$ cat src/rtl/core/bgts_pkg.sv
package bgts_pkg;

    localparam int FrameW     = 64;
    localparam int BarW       = 32;
    localparam int RateW      = 20;
    localparam int CibW       = 8;
    localparam int CntW       = BarW + CibW;
    localparam int InDataW    = 200;
    localparam int OutDataW   = 192;
    localparam int CfgAddrW   = 6;
    localparam int CfgDataW   = 64;
    localparam int DivStepDef = 4;

    // floor(x / 5) = (x * LeadMul) >> LeadShift for any x below 2**22
    localparam int LeadShift  = 22;
    localparam logic [RateW-1:0] LeadMul = RateW'(838861);

    localparam logic OpSchedule = 1'b0;
    localparam logic OpAlign    = 1'b1;

    typedef enum logic [2:0] {
        REG_BAR_FRAMES    = 3'd0,
        REG_RENDER_OFFSET = 3'd1,
        REG_SAMPLE_RATE   = 3'd2,
        REG_EPOCH_VALID   = 3'd3,
        REG_EPOCH_FRAME   = 3'd4
    } reg_idx_t;

    typedef struct packed {
        logic [BarW-1:0]   bar_frames;
        logic [FrameW-1:0] render_offset;
        logic [RateW-1:0]  sample_rate;
        logic              epoch_valid;
        logic [FrameW-1:0] epoch_frame;
    } cfg_t;

    // per-item side info that rides along with the divider
    typedef struct packed {
        logic              op;
        logic              ok;
        logic              ge;
        logic [FrameW-1:0] cur;
        logic [FrameW-1:0] cif;
        logic [CntW-1:0]   cnt;
        logic [FrameW-1:0] minraw;
        logic [FrameW-1:0] x;
    } ctl_t;

    // musical -> raw, msb flags overflow
    function automatic logic [FrameW:0] to_raw(logic [FrameW-1:0] v, logic [FrameW-1:0] off);
        logic              neg;
        logic [FrameW-1:0] mag;
        logic [FrameW:0]   r;
        neg = off[FrameW-1];
        mag = neg ? (~off + FrameW'(1)) : off;
        if (neg) begin
            r = {1'b0, v} + {1'b0, mag};
        end else begin
            r = {1'b0, (v > mag) ? (v - mag) : '0};
        end
        return r;
    endfunction

    // raw -> musical, msb flags overflow
    function automatic logic [FrameW:0] to_musical(logic [FrameW-1:0] v, logic [FrameW-1:0] off);
        logic              neg;
        logic [FrameW-1:0] mag;
        logic [FrameW:0]   r;
        neg = off[FrameW-1];
        mag = neg ? (~off + FrameW'(1)) : off;
        if (neg) begin
            r = {1'b0, (v > mag) ? (v - mag) : '0};
        end else begin
            r = {1'b0, v} + {1'b0, mag};
        end
        return r;
    endfunction

endpackage

$ cat src/rtl/core/bgts_cfg.sv
module bgts_cfg (
    input  logic                              aclk,
    input  logic                              aresetn,
    input  logic                              psel,
    input  logic                              penable,
    input  logic                              pwrite,
    input  logic [bgts_pkg::CfgAddrW-1:0]     paddr,
    input  logic [bgts_pkg::CfgDataW-1:0]     pwdata,
    output logic [bgts_pkg::CfgDataW-1:0]     prdata,
    output bgts_pkg::cfg_t                    cfg,
    output logic [bgts_pkg::RateW-1:0]        lead
);

    bgts_pkg::cfg_t                        cfg_reg;
    logic [bgts_pkg::RateW-1:0]            lead_reg;
    logic [2*bgts_pkg::RateW-1:0]          lead_prod;
    logic                                  wr_en;
    bgts_pkg::reg_idx_t                    idx;

    assign wr_en = psel && penable && pwrite;
    assign idx   = bgts_pkg::reg_idx_t'(paddr[5:3]);

    always_ff @(posedge aclk) begin
        if (!aresetn) begin
            cfg_reg.bar_frames    <= bgts_pkg::BarW'(96000);
            cfg_reg.render_offset <= '0;
            cfg_reg.sample_rate   <= bgts_pkg::RateW'(48000);
            cfg_reg.epoch_valid   <= 1'b0;
            cfg_reg.epoch_frame   <= '0;
        end else if (wr_en) begin
            case (idx)
                bgts_pkg::REG_BAR_FRAMES:    cfg_reg.bar_frames <= pwdata[bgts_pkg::BarW-1:0];
                bgts_pkg::REG_RENDER_OFFSET: cfg_reg.render_offset <= pwdata;
                bgts_pkg::REG_SAMPLE_RATE:   cfg_reg.sample_rate <= pwdata[bgts_pkg::RateW-1:0];
                bgts_pkg::REG_EPOCH_VALID:   cfg_reg.epoch_valid <= pwdata[0];
                bgts_pkg::REG_EPOCH_FRAME:   cfg_reg.epoch_frame <= pwdata;
                default: ;
            endcase
        end
    end

    // minimum lead = sample_rate / 5
    assign lead_prod = cfg_reg.sample_rate * bgts_pkg::LeadMul;

    always_ff @(posedge aclk) begin
        if (!aresetn) begin
            lead_reg <= bgts_pkg::RateW'(9600);
        end else begin
            lead_reg <= bgts_pkg::RateW'(lead_prod >> bgts_pkg::LeadShift);
        end
    end

    always_comb begin
        prdata = '0;
        case (idx)
            bgts_pkg::REG_BAR_FRAMES:    prdata = {32'b0, cfg_reg.bar_frames};
            bgts_pkg::REG_RENDER_OFFSET: prdata = cfg_reg.render_offset;
            bgts_pkg::REG_SAMPLE_RATE:   prdata = {44'b0, cfg_reg.sample_rate};
            bgts_pkg::REG_EPOCH_VALID:   prdata = {63'b0, cfg_reg.epoch_valid};
            bgts_pkg::REG_EPOCH_FRAME:   prdata = cfg_reg.epoch_frame;
            default:                     prdata = '0;
        endcase
    end

    assign cfg  = cfg_reg;
    assign lead = lead_reg;

endmodule

$ cat config.mk
export PLATFORM = sky130hd
export DESIGN_NAME = bgts_cfg
export DESIGN_NICKNAME = d
export VERILOG_FILES = /design/src/rtl/core/bgts_pkg.sv /design/src/rtl/core/bgts_cfg.sv
export SDC_FILE = /design/constraint.sdc
export NUM_CORES = 1
export LEC_CHECK = 0
export BUFFER_PORTS_ARGS = -buffer_cell sky130_fd_sc_hd__buf_2
export CAP_MARGIN = 40
export CORE_UTILIZATION = 56
export DETAILED_ROUTE_END_ITERATION = 7
export GPL_ROUTABILITY_DRIVEN = 0
export MAX_ROUTING_LAYER = met4
export PLACE_DENSITY_LB_ADDON = 0.25
export SYNTH_ARGS = -nofsm -noshare
export SYNTH_HDL_FRONTEND = slang
export SYNTH_SLANG_ARGS = --single-unit
$ cat constraint.sdc
create_clock -name aclk -period 6.2 [get_ports aclk]
set_clock_uncertainty 0.1 [all_clocks]
set_input_delay 1.24 -clock aclk [delete_from_list [all_inputs] [get_ports aclk]]
set_output_delay 1.24 -clock aclk [all_outputs]
set_load 0.02 [all_outputs]
==> results.rst <==
.. list-table::
   :header-rows: 1

   * - Metric
     - Value
   * - Result of the run
     - complete, no violations
   * - Area growth from synthesis to layout
     - 18.6%
   * - Power share of the sequential group
     - 0.349
   * - Part of the power in combinational logic
     - 0.326
   * - Final worst-path cycle share
     - 0.967
   * - Clock Tree Root
     - sky130_fd_sc_hd__clkbuf_16
   * - Unrepaired setup endpoints after global routing
     - false
   * - Data arrival time at the worst-slack endpoint
     - 6250 ps
   * - Post-CTS Resized
     - 0
   * - Die Y
     - about 170 um
   * - Die Outline Area
     - 27,900 um2
   * - Starting DRT DRC Count
     - 1,218
   * - Core utilization of the finished layout
     - 0.674
   * - Time the final worst path needs with I/O delays and setup
     - 5990 ps
   * - Ordered cell list for the critical path
     - ha_1, fa_1, ha_1, inv_1, fa_1, fa_1, inv_1, fa_1, inv_1, fa_1, inv_1, ha_1, a211oi_2, o21bai_1, or4_1, o22ai_4, o21ai_4, a31oi_1, mux2_1
   * - Peak fanout along the critical path
     - 6
   * - Flip-flop count of the largest register, all copies and words added
     - 181
   * - Clock-pin slew on the worst setup and hold paths
     - around 100 ps
   * - Switching Power
     - 1460 uW
   * - Chip Width
     - 167 um
   * - Worst path required time
     - between 6000 and 7000 ps
   * - Inserted Clock Buffers
     - 17
   * - Sequential share of the synthesized area
     - 0.261
   * - Number of buffers inserted by hold repair at cts
     - 0
   * - Multi-input logic area
     - around 10,000 um2
   * - Skew-Pair Late Insertion Delay
     - 460 ps
   * - H-tree lvl count
     - 4
   * - FFs w/ async S/R, synth
     - 0
   * - Effective utilization at floorplan
     - 0.569
   * - Most prevalent standard cell on the critical path
     - sky130_fd_sc_hd__fa_1
   * - Antenna-violating nets left
     - 0
   * - Detailed-routing iteration count for the pre-antenna-repair pass
     - 5
   * - DP Cell Count
     - 2,412
   * - Worst-path cell with the longest stage delay
     - sky130_fd_sc_hd__fa_1
   * - Worst rel slew slack
     - 0.385
   * - First-pass GRT wire length
     - 73,600 um
   * - Count of cell types in the netlist
     - 64
   * - Largest net degree at the start of global routing
     - roughly 120
   * - Post-CTS setup repair buffer count
     - 0
   * - Count of synthesis-stage warnings from yosys
     - 0
   * - Transition at the pin with the smallest max-transition slack
     - 923 ps
   * - Synthesized area per cell
     - 8.58 um2
   * - Cell area after synthesis
     - 15,300 um2
   * - Relative contribution of the clock network to total power
     - 0.325
   * - Number of enable-type register cells in the synthesized netlist
     - 0
   * - Critical path endpoint category
     - flop
   * - Count of buffers inserted at the top-level ports
     - 334
   * - Sum of overflow across all layers after global routing
     - 0
   * - Total of flip-flops plus latches after synthesis
     - 199
   * - Internal power consumption
     - 2380 uW
   * - Num rows
     - 60
   * - Fraction of final layout cells with drive strength greater than 1
     - 0.222
   * - CTS tree
     - yes
   * - Total count of max-transition violations in the final report
     - 0
   * - HPWL after detailed placement
     - 35,600 um
   * - Clk sink count
     - just under 200
   * - Sw Share
     - 0.379
   * - Number of global-route vias before repair
     - 13,600
   * - Final wirelength
     - around 47,000 um
   * - Leading cell types in the layout, fill and taps excluded
     - 387 x sky130_fd_sc_hd__nand2_1, 334 x sky130_fd_sc_hd__buf_2, 203 x sky130_fd_sc_hd__a21oi_1, 200 x sky130_fd_sc_hd__ha_1, 190 x sky130_fd_sc_hd__inv_1
   * - Power density over cell area
     - 212 nW/um2
   * - Number of failing setup endpoints in the final timing report
     - 0
   * - Most frequent standard cell in the layout excluding fill and tap cells
     - sky130_fd_sc_hd__nand2_1
   * - Leakage
     - 0.00925 uW
   * - Top flip-flop cell by instance count after synthesis
     - sky130_fd_sc_hd__dfxtp_1
   * - Register area
     - roughly 4000 um2
   * - Final nets
     - 2,498
   * - Hold Path Class
     - flop to flop
   * - Upper clock frequency limit
     - between 150 and 200 MHz
   * - Cells after Synth
     - 1,781
   * - Max Root-Sink Buffers
     - 2
   * - Core footprint
     - around 27,000 um2
   * - Top-level port count
     - between 300 and 400
   * - Number of DRC violations after detailed routing
     - 0
   * - Number of failing hold endpoints at the final stage
     - 0
   * - Initial antenna violation count
     - 12
   * - Count of placed standard cells in the final layout, fillers left out
     - around 2,500
   * - Fillers
     - 2,256
   * - Routed len/inst
     - 18.9 um
   * - Number of violations of the max-capacitance limit
     - 0
   * - Maximum single-stage delay on the critical path
     - between 500 and 600 ps
   * - Setup CP Type
     - flop to flop
   * - Critical Path Start Type
     - flop
   * - Via-per-instance ratio
     - 5.70
   * - TNS Setup
     - 0 ps
   * - Largest voltage drop on the vdd net
     - 238 uV
   * - Routed vias
     - approximately 14,000
   * - GR Util All Layers
     - 0.346
## synth_stat cells, types with 18 or more instances
master / n / area [um2]
sky130_fd_sc_hd__nand2_1: 389 / 1460
sky130_fd_sc_hd__a21o_1: 18 / 135
sky130_fd_sc_hd__clkbuf_1: 71 / 267
sky130_fd_sc_hd__ha_1: 202 / 2530
sky130_fd_sc_hd__dfxtp_1: 199 / 3980
sky130_fd_sc_hd__inv_1: 190 / 713
sky130_fd_sc_hd__a21oi_1: 203 / 1020
sky130_fd_sc_hd__a221o_1: 20 / 200
sky130_fd_sc_hd__a22oi_1: 32 / 240
sky130_fd_sc_hd__fa_1: 131 / 2620
sky130_fd_sc_hd__buf_2: 18 / 90.1
sky130_fd_sc_hd__nor2_1: 83 / 312
sky130_fd_sc_hd__nand3_1: 19 / 95.1
sky130_fd_sc_hd__a22o_1: 20 / 175
## power groups by stage
stage                     combinational, uW  sequential, uW  clock, uW
final                                  1250            1340       1250
after global routing                   1390            1340       1310
after CTS                              1230            1340       1260
after detailed placement               1210            1370          0
after global placement                 1180            1370          0
after floorplan                         847            1420          0
## worst max-delay path, delay by kind of cell, from the launching register on
kind / cells / cell delay (ps)
AOI/OAI and AO/OA: 5 / 830
adders and majority gates: 8 / 3480
buffers and inverters: 4 / 210
DFF: 1 / 390
muxes: 1 / 340
and+or+nand+nor: 1 / 540
## layer usage
metal	routed length, um	track usage	share of wire	vias up
met1	18900	0.422	0.40	6754
met5	0	-	0	-
met2	22400	0.562	0.48	615
met3	3440	0.0600	0.074	127
met4	1870	0.154	0.040	0
li1	-	-	-	6526
## cell type report
class | count | share of cell area
Antenna cell | 15 | 0.00207
Clock buffer | 17 | 0.0235
Clock inverter | 15 | 0.0124
Inverter | 191 | 0.0398
Multi-Input combinational cell | 1295 | 0.564
Sequential cell | 199 | 0.221
Tap cell | 341 | 0.0235
Timing Repair Buffer | 386 | 0.114
## cells by family (layout without fill, tap and decap cells)
kind of cell,Yosys count,count (layout),synth area share
AND/OR/NAND/NOR,555,555,0.150
multiplexers,21,21,0.0143
other,1,17,0.000245
buffers and inverters,288,609,0.0742
AO/OA/AOI/OAI,359,359,0.149
adder cells (fa/ha/maj),333,333,0.337
XOR/XNOR,25,25,0.0143
flip-flops,199,199,0.261
## through the flow
stage / worst slack (ps) / hold WS (ps) / power, uW / cell area, um2
2_1_floorplan: 396 / 444 / 2270 / 15300
3_3_place_gp: 244 / 354 / 2550 / 17400
3_5_place_dp: 142 / 358 / 2580 / 17400
4_1_cts: 72.8 / 370 / 3820 / 18000
5_1_grt: 6.85 / 384 / 4040 / 18100
6_report: 206 / 367 / 3840 / 18100
## worst paths after layout
check                           slack [ps]                  from  depth (start not counted)              endpoint
worst max-delay path                   210  cfg[74]$_SDFFE_PN1P_                         19    lead[7]$_SDFF_PN1_
worst min-delay path                   370  cfg[42]$_SDFFE_PN0P_                          2  cfg[42]$_SDFFE_PN0P_
worst max register to register         210  cfg[74]$_SDFFE_PN1P_                         19    lead[7]$_SDFF_PN1_
worst min register to register         370  cfg[42]$_SDFFE_PN0P_                          2  cfg[42]$_SDFFE_PN0P_
(Power assumes the default switching activity.)
