==> src/rtl/core/bgts_pkg.sv <==
package bgts_pkg;

    localparam int FrameW     = 64;
    localparam int BarW       = 32;
    localparam int RateW      = 20;
    localparam int CibW       = 8;
    localparam int CntW       = BarW + CibW;
    localparam int InDataW    = 200;
    localparam int OutDataW   = 192;
    localparam int CfgAddrW   = 6;
    localparam int CfgDataW   = 64;
    localparam int DivStepDef = 4;

    // floor(x / 5) = (x * LeadMul) >> LeadShift for any x below 2**22
    localparam int LeadShift  = 22;
    localparam logic [RateW-1:0] LeadMul = RateW'(838861);

    localparam logic OpSchedule = 1'b0;
    localparam logic OpAlign    = 1'b1;

    typedef enum logic [2:0] {
        REG_BAR_FRAMES    = 3'd0,
        REG_RENDER_OFFSET = 3'd1,
        REG_SAMPLE_RATE   = 3'd2,
        REG_EPOCH_VALID   = 3'd3,
        REG_EPOCH_FRAME   = 3'd4
    } reg_idx_t;

    typedef struct packed {
        logic [BarW-1:0]   bar_frames;
        logic [FrameW-1:0] render_offset;
        logic [RateW-1:0]  sample_rate;
        logic              epoch_valid;
        logic [FrameW-1:0] epoch_frame;
    } cfg_t;

    // per-item side info that rides along with the divider
    typedef struct packed {
        logic              op;
        logic              ok;
        logic              ge;
        logic [FrameW-1:0] cur;
        logic [FrameW-1:0] cif;
        logic [CntW-1:0]   cnt;
        logic [FrameW-1:0] minraw;
        logic [FrameW-1:0] x;
    } ctl_t;

    // musical -> raw, msb flags overflow
    function automatic logic [FrameW:0] to_raw(logic [FrameW-1:0] v, logic [FrameW-1:0] off);
        logic              neg;
        logic [FrameW-1:0] mag;
        logic [FrameW:0]   r;
        neg = off[FrameW-1];
        mag = neg ? (~off + FrameW'(1)) : off;
        if (neg) begin
            r = {1'b0, v} + {1'b0, mag};
        end else begin
            r = {1'b0, (v > mag) ? (v - mag) : '0};
        end
        return r;
    endfunction

    // raw -> musical, msb flags overflow
    function automatic logic [FrameW:0] to_musical(logic [FrameW-1:0] v, logic [FrameW-1:0] off);
        logic              neg;
        logic [FrameW-1:0] mag;
        logic [FrameW:0]   r;
        neg = off[FrameW-1];
        mag = neg ? (~off + FrameW'(1)) : off;
        if (neg) begin
            r = {1'b0, (v > mag) ? (v - mag) : '0};
        end else begin
            r = {1'b0, v} + {1'b0, mag};
        end
        return r;
    endfunction

endpackage

==> src/rtl/core/bgts_front.sv <==
module bgts_front (
    input  logic                           aclk,
    input  logic                           aresetn,
    input  logic                           adv,
    input  bgts_pkg::cfg_t                 cfg,
    input  logic [bgts_pkg::RateW-1:0]     lead,
    input  logic                           in_valid,
    input  logic [bgts_pkg::InDataW-1:0]   in_data,
    input  logic                           in_op,
    output logic                           out_valid,
    output logic [bgts_pkg::FrameW-1:0]    out_elapsed,
    output bgts_pkg::ctl_t                 out_ctl
);

    logic                           v1_reg;
    logic                           op1_reg;
    logic [bgts_pkg::FrameW-1:0]    cur1_reg;
    logic [bgts_pkg::CibW-1:0]      cib1_reg;
    logic [bgts_pkg::FrameW-1:0]    est1_reg;
    logic [bgts_pkg::FrameW-1:0]    cif1_reg;

    logic                           v2_reg;
    logic [bgts_pkg::FrameW-1:0]    elapsed_reg;
    bgts_pkg::ctl_t                 ctl_reg;

    logic [bgts_pkg::FrameW-1:0]    sel_frame;
    logic [bgts_pkg::FrameW:0]      mus;
    logic [bgts_pkg::FrameW-1:0]    epoch_eff;
    logic                           ge;
    logic [bgts_pkg::FrameW:0]      minraw;
    bgts_pkg::ctl_t                 ctl_next;
    logic [bgts_pkg::FrameW-1:0]    elapsed_next;

    always_ff @(posedge aclk) begin
        if (!aresetn) begin
            v1_reg <= 1'b0;
            v2_reg <= 1'b0;
        end else if (adv) begin
            v1_reg <= in_valid;
            v2_reg <= v1_reg;
        end
    end

    always_ff @(posedge aclk) begin
        if (adv) begin
            op1_reg     <= in_op;
            cur1_reg    <= in_data[63:0];
            cib1_reg    <= in_data[71:64];
            est1_reg    <= in_data[135:72];
            cif1_reg    <= in_data[199:136];
            elapsed_reg <= elapsed_next;
            ctl_reg     <= ctl_next;
        end
    end

    always_comb begin
        sel_frame = (op1_reg == bgts_pkg::OpAlign) ? est1_reg : cur1_reg;
        mus       = bgts_pkg::to_musical(sel_frame, cfg.render_offset);
        if (op1_reg == bgts_pkg::OpAlign || cfg.epoch_valid) begin
            epoch_eff = cfg.epoch_frame;
        end else begin
            epoch_eff = '0;
        end
        ge           = mus[63:0] >= epoch_eff;
        elapsed_next = ge ? (mus[63:0] - epoch_eff) : '0;
        minraw       = {1'b0, cur1_reg} + {45'b0, lead};

        ctl_next.op     = op1_reg;
        ctl_next.ge     = ge;
        ctl_next.cur    = cur1_reg;
        ctl_next.cif    = cif1_reg;
        ctl_next.cnt    = cib1_reg * cfg.bar_frames;
        ctl_next.minraw = minraw[63:0];
        ctl_next.x      = mus[63:0];
        if (op1_reg == bgts_pkg::OpAlign) begin
            ctl_next.ok = (cfg.bar_frames != '0) && !mus[64] && cfg.epoch_valid && ge;
        end else begin
            ctl_next.ok = (cfg.bar_frames != '0) && !mus[64] && !minraw[64];
        end
    end

    assign out_valid   = v2_reg;
    assign out_elapsed = elapsed_reg;
    assign out_ctl     = ctl_reg;

endmodule

==> config.mk <==
export PLATFORM = sky130hd
export DESIGN_NAME = bgts_front
export DESIGN_NICKNAME = d
export VERILOG_FILES = /design/src/rtl/core/bgts_pkg.sv /design/src/rtl/core/bgts_front.sv
export SDC_FILE = /design/constraint.sdc
export NUM_CORES = 2
export LEC_CHECK = 0
export BUFFER_PORTS_ARGS = -buffer_cell sky130_fd_sc_hd__clkbuf_2
export CORE_MARGIN = 10
export CORE_UTILIZATION = 46
export CTS_CLUSTER_SIZE = 16
export DETAILED_ROUTE_END_ITERATION = 10
export PLACE_DENSITY = 0.71
export SLEW_MARGIN = 20
export SYNTH_ARGS = -nofsm -noshare
export SYNTH_HDL_FRONTEND = slang
export SYNTH_SLANG_ARGS = --single-unit
==> constraint.sdc <==
create_clock -name aclk -period 8.6 [get_ports aclk]
set_input_delay 0 -clock aclk [delete_from_list [all_inputs] [get_ports aclk]]
set_output_delay 0 -clock aclk [all_outputs]
set_load 0.01 [all_outputs]
==> impl.org <==
** Drt
- Routed wire length :: 154.4 mm
- Vias :: 36,410
- The first TritonRoute pass finished after 5 iterations.
- In the routed design, unresolved DRC markers number 0.
- Detailed-route wire length per cell :: 23.51 microns
- Using the TritonRoute via totals, the vias-per-cell ratio works out to 5.545.
- In this run, the number of DRC markers left after iteration 0 of detailed routing was 3,531.
- In this run the remaining antenna-violating nets after routing total 0.

** Worst setup path
- Crit path arrival time :: 8.64 ns
- Critical register-to-register path startpoint :: op1_reg
- The most numerous cell type found on the critical path is buf_4.
- Worst R2R End :: out_elapsed[62]
- At the worst endpoint, the required time is 8.97 ns.
- Measured in cells, the most critical reg-to-reg path has a length of 27.
- Category of the worst setup path launch point :: input port
- The slowest stage of the critical path belongs to the cell or4b_4.
- Of all nets on the critical path, the largest fanout is 8.
- Start-to-end type of the worst setup path :: in -> reg
- For this run, the slowest stage of the critical path takes a little over 0.6 ns.
- Register-to-register setup slack :: 0.71 ns
- CP endpoint kind :: register

** Cells and area
- Max reg flops :: 299
- Post-route non-filler standard cell count :: 6,566
- Final non-filler cell area :: 53,800 sq um
- Number of fill cells in the layout :: 7,265
- Layout Area Growth over Synthesis :: 31.66%
- Share of layout cells above drive strength 1 :: 0.2670
- Final Util :: 0.6097
- At the end of the flow, the number of nets in the layout was 6,202.

** Clocking
- Clock-pin slew was measured on the worst setup and hold paths at 0.06 ns.
- Clock tree synthesis found a total of approximately 570 sinks.
- The clock reaches the later pin of the worst-skew pair after 0.64 ns.
- The clock passes through at most 3 buffers.
- TritonCTS built the clock tree.
- The clock tree synthesis step divided the H-tree into 3 levels.
- Root Buffer :: clkbuf_16
- Counting the buffers created by CTS gives 66.

** Floorplanning
- For this configuration, the core starts out at a cell density of 0.4631.
- Std-Cell Rows :: 109
- The die is 318.0 microns wide.
- The core region is 88,240 sq um.
- The die covers 101,100 sq um.
- For this design the top-level I/O count stands at between 700 and 800.
- Die height :: 318.0 microns

** Pwr
- Power after layout :: between 0.01 and 0.015 W
- The worst-case IR drop observed on VDD is 0.2911 mV.
- Leakage power :: 23.97 nW
- Power density over cell area :: 278.2 nW/um^2

** GRT
- For this run, the total global-route usage over all layers was measured as 0.2968.
- Antenna violations before repair :: 33
- Vias in the first global route :: 37,100
- Wire length of the first global-routing pass :: 232.0 mm
- Entering global routing, the biggest net connects 124 pins.
- Global routing finished with a remaining overflow of 0.

** Timing
- Setup repair after global routing could not meet its margin everywhere.
- Achievable clock frequency :: 120.9 MHz
- Total count of hold-check failures in the final report :: 0
- The worst path needs between 8 and 9 ns of the cycle, external delays included.
- In this run the tightest slew margin relative to its limit is 0.2761.
- Final number of max-transition violations :: 0
- Adding up every negative setup slack in the final design gives 0 ns.
- Dividing the final minimum period by the clock period gives 0.9619.
- Setup violators final :: 0
- Across the routed clock network, the largest skew measured is about 0.033 ns.
- Worst-margin pin slew :: 1.086 ns

** Yosys
- Cell types with the largest area share after synthesis :: edfxtp_1, fa_1, ha_1, xnor2_1, a21oi_1
- In the synthesized netlist the dominant register cell turns out to be edfxtp_1.
- Of the total synthesized cell area, the portion taken by AND, OR, NAND and NOR gates is 0.1343.
- Compound-gate portion of the synthesized area :: 0.1397
- Share of synthesized area occupied by flip-flops and latches :: 0.4155
- In the synthesized netlist the async set-or-reset flop fraction comes to 0.
- Of the total synthesized cell area, the portion taken by full adders, half adders and majority gates is 0.1738.
- The synthesized netlist occupies a cell area of 40,860 sq um.
- Mean area per synthesized cell :: 10.25 sq um
- The synthesized design contains 564 enable-type register cells.
- Yosys printed 0 warnings.
- Number of synthesized register bits :: 566
- Synthesized-area fraction occupied by xor and xnor cells :: 0.07031
- Proportion of netlist area held by the largest area contributor :: 0.4145
- The commonest cells after synthesis are edfxtp_1, nand2_1, inv_1, a21oi_1, ha_1.
- edfxtp_1 is the most common cell in the netlist.
- Cell taking the most area after synthesis :: edfxtp_1
- By area, the combinational part of the netlist is dominated by adder cells.
- Multiplexer share of the synthesized area :: 0.01727
- Number of library cell types mapped by synthesis :: 73
- Synthesized instance count :: between 3,000 and 4,000
- The number of nets in the synthesized netlist is 4,849.

** Run
- Max-cap violations in this run came to 0.

** Worst hold path
- In this run the worst hold path is classified as in -> reg.
- End point of the most critical hold path :: out_ctl[297]
- The worst hold path begins at cfg[64].
- Worst hold path stage count :: 5

** Placed design
- Total cell area at the placement stage :: 49,080 sq um
- Buffers on Ports :: around 750
- Summed over all nets, the half-perimeter wirelength after detailed placement is 123.8 mm.
- Post-Place Cells :: 6,196
- Placer congestion estimate :: 0.9456

** Outcome
- The flow ran to the end, and the final reports show no timing, DRC or antenna violations.
-- worst max path at each step --
| stage | startpoint | endpoint | slack (ns) | cells after the start |
|---|---|---|---|---|
| after global placement | cfg[87] | out_elapsed[4] | -0.64 | 36 |
| after detailed placement | cfg[87] | out_ctl[297] | -0.83 | 36 |
| after floorplan | cfg[87] | out_elapsed[58] | 0.05 | 39 |
| final | cfg[87] | out_elapsed[56] | 0.33 | 39 |
| after CTS | cfg[87] | out_ctl[297] | 0.02 | 36 |
| after global routing | cfg[87] | out_elapsed[53] | -0.008 | 38 |
-- area by class of cell --
| type | count | area [sq um] | area share |
|---|---|---|---|
| Timing Repair Buffer | 1466 | 9829 | 0.1827 |
| Clock buffer | 81 | 1750 | 0.03254 |
| Multi-Input combinational cell | 2887 | 22040 | 0.4096 |
| Clock inverter | 33 | 385.4 | 0.007163 |
| Tap cell | 1165 | 1458 | 0.02710 |
| Inverter | 352 | 1321 | 0.02456 |
| Antenna cell | 16 | 40.04 | 0.0007443 |
| Sequential cell | 566 | 16980 | 0.3156 |
-- repair_timing --
action | CTS | global route
hold buffers | 236 | 0
endpoints found under the setup margin | 49 | 66
buffers inserted | 0 | 3
resized for setup | 3 | 34
hold endpoints to repair | 314 | 0
pin swaps | 0 | 10
-- layer usage --
layer,global-route usage,vias up,wire [microns]
li1,-,16880,-
met1,0.3750,17540,62220
met2,0.4888,1670,73040
met3,0.07337,286,13460
met4,0.1089,32,5497
met5,0,-,187
-- stage by stage --
step / hold WS (ns) / worst slack [ns]
floorplan: 0.09887 / 0.05127
global placement: 0.1766 / -0.6375
detailed placement: 0.1786 / -0.8258
CTS: 0.01030 / 0.01859
global route: 0.02877 / -0.008087
finish: 0.03121 / 0.3273
-- worst max-delay path: cells and delay by family --
family                   cells  cell delay, ns
XOR/XNOR                     2            0.41
AO/OA/AOI/OAI               13            2.39
AND/OR/NAND/NOR             14            4.04
adder cells (fa/ha/maj)      2            0.65
buffers and inverters        8            1.13
-- placed cells by master, fill, tap and decap left out, types with 21 or more instances in the layout --
cell,n
o21a_1,23
o31ai_1,46
mux2_2,60
nor4_1,44
xor2_1,71
a31oi_1,27
clkbuf_16,68
nand3_1,88
o21bai_1,58
o22ai_1,38
nor3_1,64
nand2b_1,24
a21oi_1,280
clkbuf_2,747
ha_1,272
buf_4,475
nor2b_1,32
o21ai_0,155
edfxtp_1,564
inv_1,344
and3_1,24
or3_1,21
xnor2_1,257
nand2_1,356
a21o_1,92
nor2_1,249
dlygate4sd3_1,236
fa_1,184
and2_1,121
nand4_1,69
-- kinds of logic after synthesis --
logic type | Yosys count
buffers and inverters | 533
AO/OA/AOI/OAI | 899
flip-flops | 566
XOR/XNOR | 328
adder cells (fa/ha/maj) | 457
AND/OR/NAND/NOR | 1140
multiplexers | 63
-- where the power goes --
part           leakage (nW)  total, W  internal (W)  switching, W
registers              5.60   0.00400       0.00375      0.000251
clock network          1.04   0.00284       0.00169       0.00115
logic                  17.3   0.00813       0.00357       0.00456
Note: power is estimated with default switching activity, not from simulation.
