`src/rtl/core/bgts_pkg.sv`:
```
package bgts_pkg;

    localparam int FrameW     = 64;
    localparam int BarW       = 32;
    localparam int RateW      = 20;
    localparam int CibW       = 8;
    localparam int CntW       = BarW + CibW;
    localparam int InDataW    = 200;
    localparam int OutDataW   = 192;
    localparam int CfgAddrW   = 6;
    localparam int CfgDataW   = 64;
    localparam int DivStepDef = 4;

    // floor(x / 5) = (x * LeadMul) >> LeadShift for any x below 2**22
    localparam int LeadShift  = 22;
    localparam logic [RateW-1:0] LeadMul = RateW'(838861);

    localparam logic OpSchedule = 1'b0;
    localparam logic OpAlign    = 1'b1;

    typedef enum logic [2:0] {
        REG_BAR_FRAMES    = 3'd0,
        REG_RENDER_OFFSET = 3'd1,
        REG_SAMPLE_RATE   = 3'd2,
        REG_EPOCH_VALID   = 3'd3,
        REG_EPOCH_FRAME   = 3'd4
    } reg_idx_t;

    typedef struct packed {
        logic [BarW-1:0]   bar_frames;
        logic [FrameW-1:0] render_offset;
        logic [RateW-1:0]  sample_rate;
        logic              epoch_valid;
        logic [FrameW-1:0] epoch_frame;
    } cfg_t;

    // per-item side info that rides along with the divider
    typedef struct packed {
        logic              op;
        logic              ok;
        logic              ge;
        logic [FrameW-1:0] cur;
        logic [FrameW-1:0] cif;
        logic [CntW-1:0]   cnt;
        logic [FrameW-1:0] minraw;
        logic [FrameW-1:0] x;
    } ctl_t;

    // musical -> raw, msb flags overflow
    function automatic logic [FrameW:0] to_raw(logic [FrameW-1:0] v, logic [FrameW-1:0] off);
        logic              neg;
        logic [FrameW-1:0] mag;
        logic [FrameW:0]   r;
        neg = off[FrameW-1];
        mag = neg ? (~off + FrameW'(1)) : off;
        if (neg) begin
            r = {1'b0, v} + {1'b0, mag};
        end else begin
            r = {1'b0, (v > mag) ? (v - mag) : '0};
        end
        return r;
    endfunction

    // raw -> musical, msb flags overflow
    function automatic logic [FrameW:0] to_musical(logic [FrameW-1:0] v, logic [FrameW-1:0] off);
        logic              neg;
        logic [FrameW-1:0] mag;
        logic [FrameW:0]   r;
        neg = off[FrameW-1];
        mag = neg ? (~off + FrameW'(1)) : off;
        if (neg) begin
            r = {1'b0, (v > mag) ? (v - mag) : '0};
        end else begin
            r = {1'b0, v} + {1'b0, mag};
        end
        return r;
    endfunction

endpackage

```
`src/rtl/core/bgts_back.sv`:
```
module bgts_back (
    input  logic                           aclk,
    input  logic                           aresetn,
    input  logic                           adv,
    input  bgts_pkg::cfg_t                 cfg,
    input  logic                           in_valid,
    input  logic [bgts_pkg::BarW-1:0]      in_rem,
    input  bgts_pkg::ctl_t                 in_ctl,
    output logic                           out_valid,
    output logic                           out_ok,
    output logic [bgts_pkg::FrameW-1:0]    out_cd,
    output logic [bgts_pkg::FrameW-1:0]    out_tr,
    output logic [bgts_pkg::FrameW-1:0]    out_tm
);

    localparam int W = bgts_pkg::FrameW;

    logic v1_reg, v2_reg, v3_reg, v4_reg, v5_reg, v6_reg;
    bgts_pkg::ctl_t c1_reg, c2_reg, c3_reg, c4_reg, c5_reg;
    logic [W-1:0] val1_reg, val2_reg, cd2_reg, next3_reg, cd4_reg, tm4_reg;
    logic [W-1:0] cd5_reg, tm5_reg, tr5_reg;
    logic [W:0]   inc2_reg;
    logic         ok6_reg;
    logic [W-1:0] cd6_reg, tr6_reg, tm6_reg;

    logic [W-1:0] bf64;
    logic [W-1:0] base1;
    logic [W-1:0] add1;
    logic [W:0]   sum1;
    logic [W:0]   raw2;
    logic         sel3;
    logic [W:0]   raw4;
    logic [W:0]   tms4;
    logic [W:0]   raw5;
    logic [W-1:0] cd6;
    logic         ok6;
    bgts_pkg::ctl_t c1_next, c2_next, c3_next, c4_next, c5_next;

    assign bf64 = {32'b0, cfg.bar_frames};

    // stage 1: bar boundary (schedule) or floor boundary plus rounding (align)
    always_comb begin
        c1_next = in_ctl;
        if (in_ctl.op == bgts_pkg::OpAlign || in_ctl.ge) begin
            base1 = in_ctl.x - {32'b0, in_rem};
        end else begin
            base1 = cfg.epoch_valid ? cfg.epoch_frame : '0;
        end
        if (in_ctl.op == bgts_pkg::OpSchedule) begin
            add1 = bf64;
        end else begin
            add1 = (in_rem > (cfg.bar_frames >> 1)) ? bf64 : '0;
        end
        sum1       = {1'b0, base1} + {1'b0, add1};
        c1_next.ok = in_ctl.ok && !sum1[W];
    end

    // stage 2: first countdown guess and the one-bar-later alternative
    always_comb begin
        c2_next = c1_reg;
        raw2    = bgts_pkg::to_raw(val1_reg, cfg.render_offset);
        if (c1_reg.op == bgts_pkg::OpSchedule) begin
            c2_next.ok = c1_reg.ok && !raw2[W];
        end
    end

    // stage 3: push out a bar when the lead is too short
    always_comb begin
        c3_next    = c2_reg;
        sel3       = (c2_reg.op == bgts_pkg::OpSchedule) && (cd2_reg <= c2_reg.minraw);
        c3_next.ok = c2_reg.ok && !(sel3 && inc2_reg[W]);
    end

    // stage 4: countdown raw frame and count-in bars
    always_comb begin
        c4_next = c3_reg;
        raw4    = bgts_pkg::to_raw(next3_reg, cfg.render_offset);
        if (c3_reg.op == bgts_pkg::OpSchedule) begin
            tms4       = {1'b0, next3_reg} + {25'b0, c3_reg.cnt};
            c4_next.ok = c3_reg.ok && !tms4[W] && !raw4[W];
        end else begin
            tms4       = {1'b0, next3_reg};
            c4_next.ok = c3_reg.ok;
        end
    end

    // stage 5: target raw frame
    always_comb begin
        c5_next    = c4_reg;
        raw5       = bgts_pkg::to_raw(tm4_reg, cfg.render_offset);
        c5_next.ok = c4_reg.ok && !raw5[W];
    end

    // stage 6: count-in back off (align) and ordering checks
    always_comb begin
        if (c5_reg.op == bgts_pkg::OpAlign) begin
            cd6 = tr5_reg - c5_reg.cif;
            ok6 = c5_reg.ok && (tr5_reg >= c5_reg.cif);
        end else begin
            cd6 = cd5_reg;
            ok6 = c5_reg.ok;
        end
        ok6 = ok6 && (cd6 > c5_reg.cur) && (tr5_reg >= cd6);
    end

    always_ff @(posedge aclk) begin
        if (!aresetn) begin
            v1_reg <= 1'b0;
            v2_reg <= 1'b0;
            v3_reg <= 1'b0;
            v4_reg <= 1'b0;
            v5_reg <= 1'b0;
            v6_reg <= 1'b0;
        end else if (adv) begin
            v1_reg <= in_valid;
            v2_reg <= v1_reg;
            v3_reg <= v2_reg;
            v4_reg <= v3_reg;
            v5_reg <= v4_reg;
            v6_reg <= v5_reg;
        end
    end

    always_ff @(posedge aclk) begin
        if (adv) begin
            c1_reg    <= c1_next;
            val1_reg  <= sum1[W-1:0];
            c2_reg    <= c2_next;
            val2_reg  <= val1_reg;
            cd2_reg   <= raw2[W-1:0];
            inc2_reg  <= {1'b0, val1_reg} + {1'b0, bf64};
            c3_reg    <= c3_next;
            next3_reg <= sel3 ? inc2_reg[W-1:0] : val2_reg;
            c4_reg    <= c4_next;
            cd4_reg   <= raw4[W-1:0];
            tm4_reg   <= tms4[W-1:0];
            c5_reg    <= c5_next;
            cd5_reg   <= cd4_reg;
            tm5_reg   <= tm4_reg;
            tr5_reg   <= raw5[W-1:0];
            ok6_reg   <= ok6;
            cd6_reg   <= ok6 ? cd6 : '0;
            tr6_reg   <= ok6 ? tr5_reg : '0;
            tm6_reg   <= ok6 ? tm5_reg : '0;
        end
    end

    assign out_valid = v6_reg;
    assign out_ok    = ok6_reg;
    assign out_cd    = cd6_reg;
    assign out_tr    = tr6_reg;
    assign out_tm    = tm6_reg;

endmodule

```
`config.mk`:
```
export PLATFORM = sky130hd
export DESIGN_NAME = bgts_back
export DESIGN_NICKNAME = d
export VERILOG_FILES = /design/src/rtl/core/bgts_pkg.sv /design/src/rtl/core/bgts_back.sv
export SDC_FILE = /design/constraint.sdc
export NUM_CORES = 2
export LEC_CHECK = 0
export BUFFER_PORTS_ARGS = -buffer_cell sky130_fd_sc_hd__buf_4
export CORE_UTILIZATION = 41
export DETAILED_ROUTE_END_ITERATION = 7
export PLACE_DENSITY_LB_ADDON = 0.15
export SYNTH_ARGS = -nofsm -noshare
export SYNTH_HDL_FRONTEND = slang
export SYNTH_SLANG_ARGS = --single-unit
```
`constraint.sdc`:
```
create_clock -name aclk -period 23.2 [get_ports aclk]
set_input_delay 6.96 -clock aclk [delete_from_list [all_inputs] [get_ports aclk]]
set_output_delay 6.96 -clock aclk [all_outputs]
set_load 0.05 [all_outputs]
```
==> key figures <==
Route
  – Top sig layer: met5
  – Routed Wire Length: 324.8 mm
  – M1 WL: 155.2 mm
  – Vias per cell: 5.621
  – Antenna Nets Post-Route: 0
  – Initial DRC count: 5700
  – Routed length per instance: 24.97 um
  – Drt drc: 0
  – Vias post-DR: 73118
  – DRT Pass-1 Iters: 7
  – DR WL met2: 136.9 mm
  – Metal3 WL: 21.30 mm

Logic synthesis
  – Syn Area/Cell: 11.17 um^2
  – Synth Register Bits: 1738
  – Sequential area share after synthesis: 0.5197
  – Async SR Flop Fraction: 0
  – Post-Syn Nets: 10309
  – Yosys top cell area share: 0.5185
  – Most used DFF post-synth: edfxtp_1
  – Syn. warnings: 0
  – Netlist cell types: 96
  – Area contributors post-synth: edfxtp_1 (52%), ha_1 (10%), xnor2_1 (4.3%), a21oi_1 (3.7%), inv_1 (2.4%)
  – Post-synth EDFFs: 1732
  – Mapped cell area: 100300 um^2
  – Area leader, netlist: edfxtp_1
  – Post-Synthesis Cells: 8977

Floorplanning
  – Core area: 243200 um^2
  – Floorplan row count: 181
  – Boundary Pins: 710
  – Die area: 246600 um^2
  – Die Ht: 496.6 um
  – Chip width: 496.6 um
  – Initial Util: 0.4124

Timing
  – Max Freq: 64.10 MHz
  – Worst setup margin: 7.600 ns
  – Relative slew slack: 0.1715
  – RSZ-0062 raised after global routing: no
  – Final setup vio count: 0
  – Fin. max-slew vios: 0
  – Setup Skew: 0.1210 ns
  – Final hold violation count: 0
  – Final TNS setup: 0 ns
  – Fin crit share: 0.6724
  – Minimum clock period: 15.60 ns
  – Least-Margin Pin Slew: 1.234 ns

Place
  – Placement Cell Area: 109100 um^2
  – Placed cell count: 12632
  – DP HPWL: 257.8 mm
  – Gpl congestion: 0.9381
  – Port buffer count: 689
  – Pre-CTS setup slack: 6.675 ns

Global route
  – Initial antenna violation count: 56
  – Gr usage total: 0.2569
  – First-pass GRT wire length: 468.3 mm
  – Global route overflow: 0
  – Largest net degree at the start of global routing: 158
  – Number of global-route vias before repair: 71465

Clock tree
  – Later-pin clock latency in the skew report: 0.89 ns
  – Htree depth: 4
  – CTS tree: built
  – Post-CTS sizing: 0
  – Clk slew on worst S/H paths: 0.06 ns
  – CTS hold repair buffers: 0
  – Post-CTS Setup Bufs: 0
  – Sink Count: 1738
  – Inserted Clock Buffers: 191
  – Clock Path Buffers: 3
  – CTS root buf: clkbuf_16

Critical path
  – Crit path kind: input port to flip-flop
  – Crit path launch type: input port
  – CP arrival: 16.21 ns
  – Worst Path Required: 23.81 ns
  – Critical-path maximum fanout: 28
  – Crit end category: flip-flop

Finish
  – Fill cells: 22344
  – Storage cell area: 52130 um^2
  – Share of cells above drive strength 1: 0.1283
  – Multi-input logic area: 44510 um^2
  – Layout Area Growth over Synthesis: 15.31%
  – Final nets: 10955
  – Fin area: 115700 um^2
  – Post-Layout Cell Count: 13009

Hold path
  – HP Class: flip-flop to flip-flop

Pwr
  – Static leakage: 46.01 nW
  – Peak VDD IR: 71.75 uV
  – P per Cell Area: 95.68 nW/um^2

Outcome
  – Status: finished clean

Job
  – Max-cap viol count: 0
[per-layer routing]
layer / vias to the layer above / global-route usage
met5: - / 0
met3: 461 / 0.04368
met1: 35564 / 0.3784
met2: 2376 / 0.3801
li1: 34663 / -
met4: 54 / 0.08625
[worst max-delay path, stage by stage]
cell and delay, ns:
buf_4 0.13, or4_4 0.57, nor3_4 0.42, nand4_1 0.24
or4_4 0.54, nor2_4 0.17, nand3_2 0.15, or4_4 0.49
or4_4 0.45, or4_4 0.50, nor2_1 0.12, nor2_1 0.06
xor2_1 0.75, ha_1 0.51, nor2_1 0.15, nand2_1 0.08
nor3_1 0.25, nand3_1 0.60, or4_1 0.94, nor4_1 0.65
mux2i_1 0.14, o21ai_0 0.22, a21o_2 0.19, buf_4 0.42
nor3_1 0.09, o31a_1 0.29
[report_power, final]
group | internal [W] | switching [W]
sequential | 0.00394 | 0.000258
clock | 0.00181 | 0.00132
combinational | 0.00140 | 0.00234
[final timing paths]
| check | from | to | cells past startpoint | slack, ns |
|---|---|---|---|---|
| setup / recovery | cfg[90] | cd2_reg[8] | 26 | 7.60 |
| hold reg to reg | c1_reg[208] | c2_reg[208] | 0 | 0.38 |
| hold / removal | c1_reg[208] | c2_reg[208] | 0 | 0.38 |
| setup reg to reg | tr5_reg[0] | out_tr[4] | 28 | 13.83 |
[synth_stat cells (149+ instances only)]
cell	n
xor2_1	149
and2_1	233
o21bai_1	158
nand3_1	162
nor2_1	514
o21ai_0	448
a21oi_1	734
ha_1	805
nor3_1	150
edfxtp_1	1732
xnor2_1	489
inv_1	641
clkbuf_1	290
nand2_1	474
o31ai_1	158
a21o_1	275
[per-stage QoR]
step,hold WS (ns),total power [W],utilization
2_1_floorplan,0.4003,0.006630,-
3_3_place_gp,0.4006,0.007910,0.4485
3_5_place_dp,0.4045,0.007926,0.4485
4_1_cts,0.3771,0.01110,0.4754
5_1_grt,0.3828,0.01163,0.4755
6_report,0.3801,0.01107,0.4756
[cell usage in the layout (no fill, tap or decap), types with 35 or more instances in the layout]
cell type	synthesis	layout
nor4_1	74	73
nand4_1	133	133
a211oi_1	59	59
edfxtp_1	1732	1732
a221oi_1	35	35
nand3_1	162	162
mux2_2	70	70
xnor2_1	489	489
a22o_1	41	41
o21bai_1	158	158
nor2b_1	122	122
xor2_1	149	149
o21a_1	85	85
a21oi_1	734	733
nand2b_1	101	101
or3_1	53	53
o21ai_0	448	444
o211ai_1	54	54
a21o_1	275	274
clkbuf_16	0	191
nand2_1	474	474
nor2_1	514	512
mux2i_1	59	59
clkinv_1	10	48
ha_1	805	805
buf_4	0	785
inv_1	641	640
and3_1	48	48
a31oi_1	70	69
o31ai_1	158	158
and2_1	233	233
nor3_1	150	150
[cells by family after synthesis]
| logic type | after synthesis | share of synthesized area |
|---|---|---|
| DFF | 1738 | 0.5197 |
| buffers and inverters | 989 | 0.03729 |
| muxes | 129 | 0.01375 |
| adders and majority gates | 819 | 0.1029 |
| xor gates and xnor gates | 638 | 0.05570 |
| and+or+nand+nor | 2217 | 0.1124 |
| AOI/OAI and AO/OA | 2447 | 0.1582 |
[layout make-up]
class / count / share of cell area
clock inverters: 140 / 0.01432
multi-input cells: 6250 / 0.3848
inverters: 652 / 0.02118
diodes: 20 / 0.0004327
repair buffers: 790 / 0.05183
flip-flops and latches: 1738 / 0.4507
clock buffers: 217 / 0.04216
well taps: 3202 / 0.03464
(Power assumes the default switching activity.)
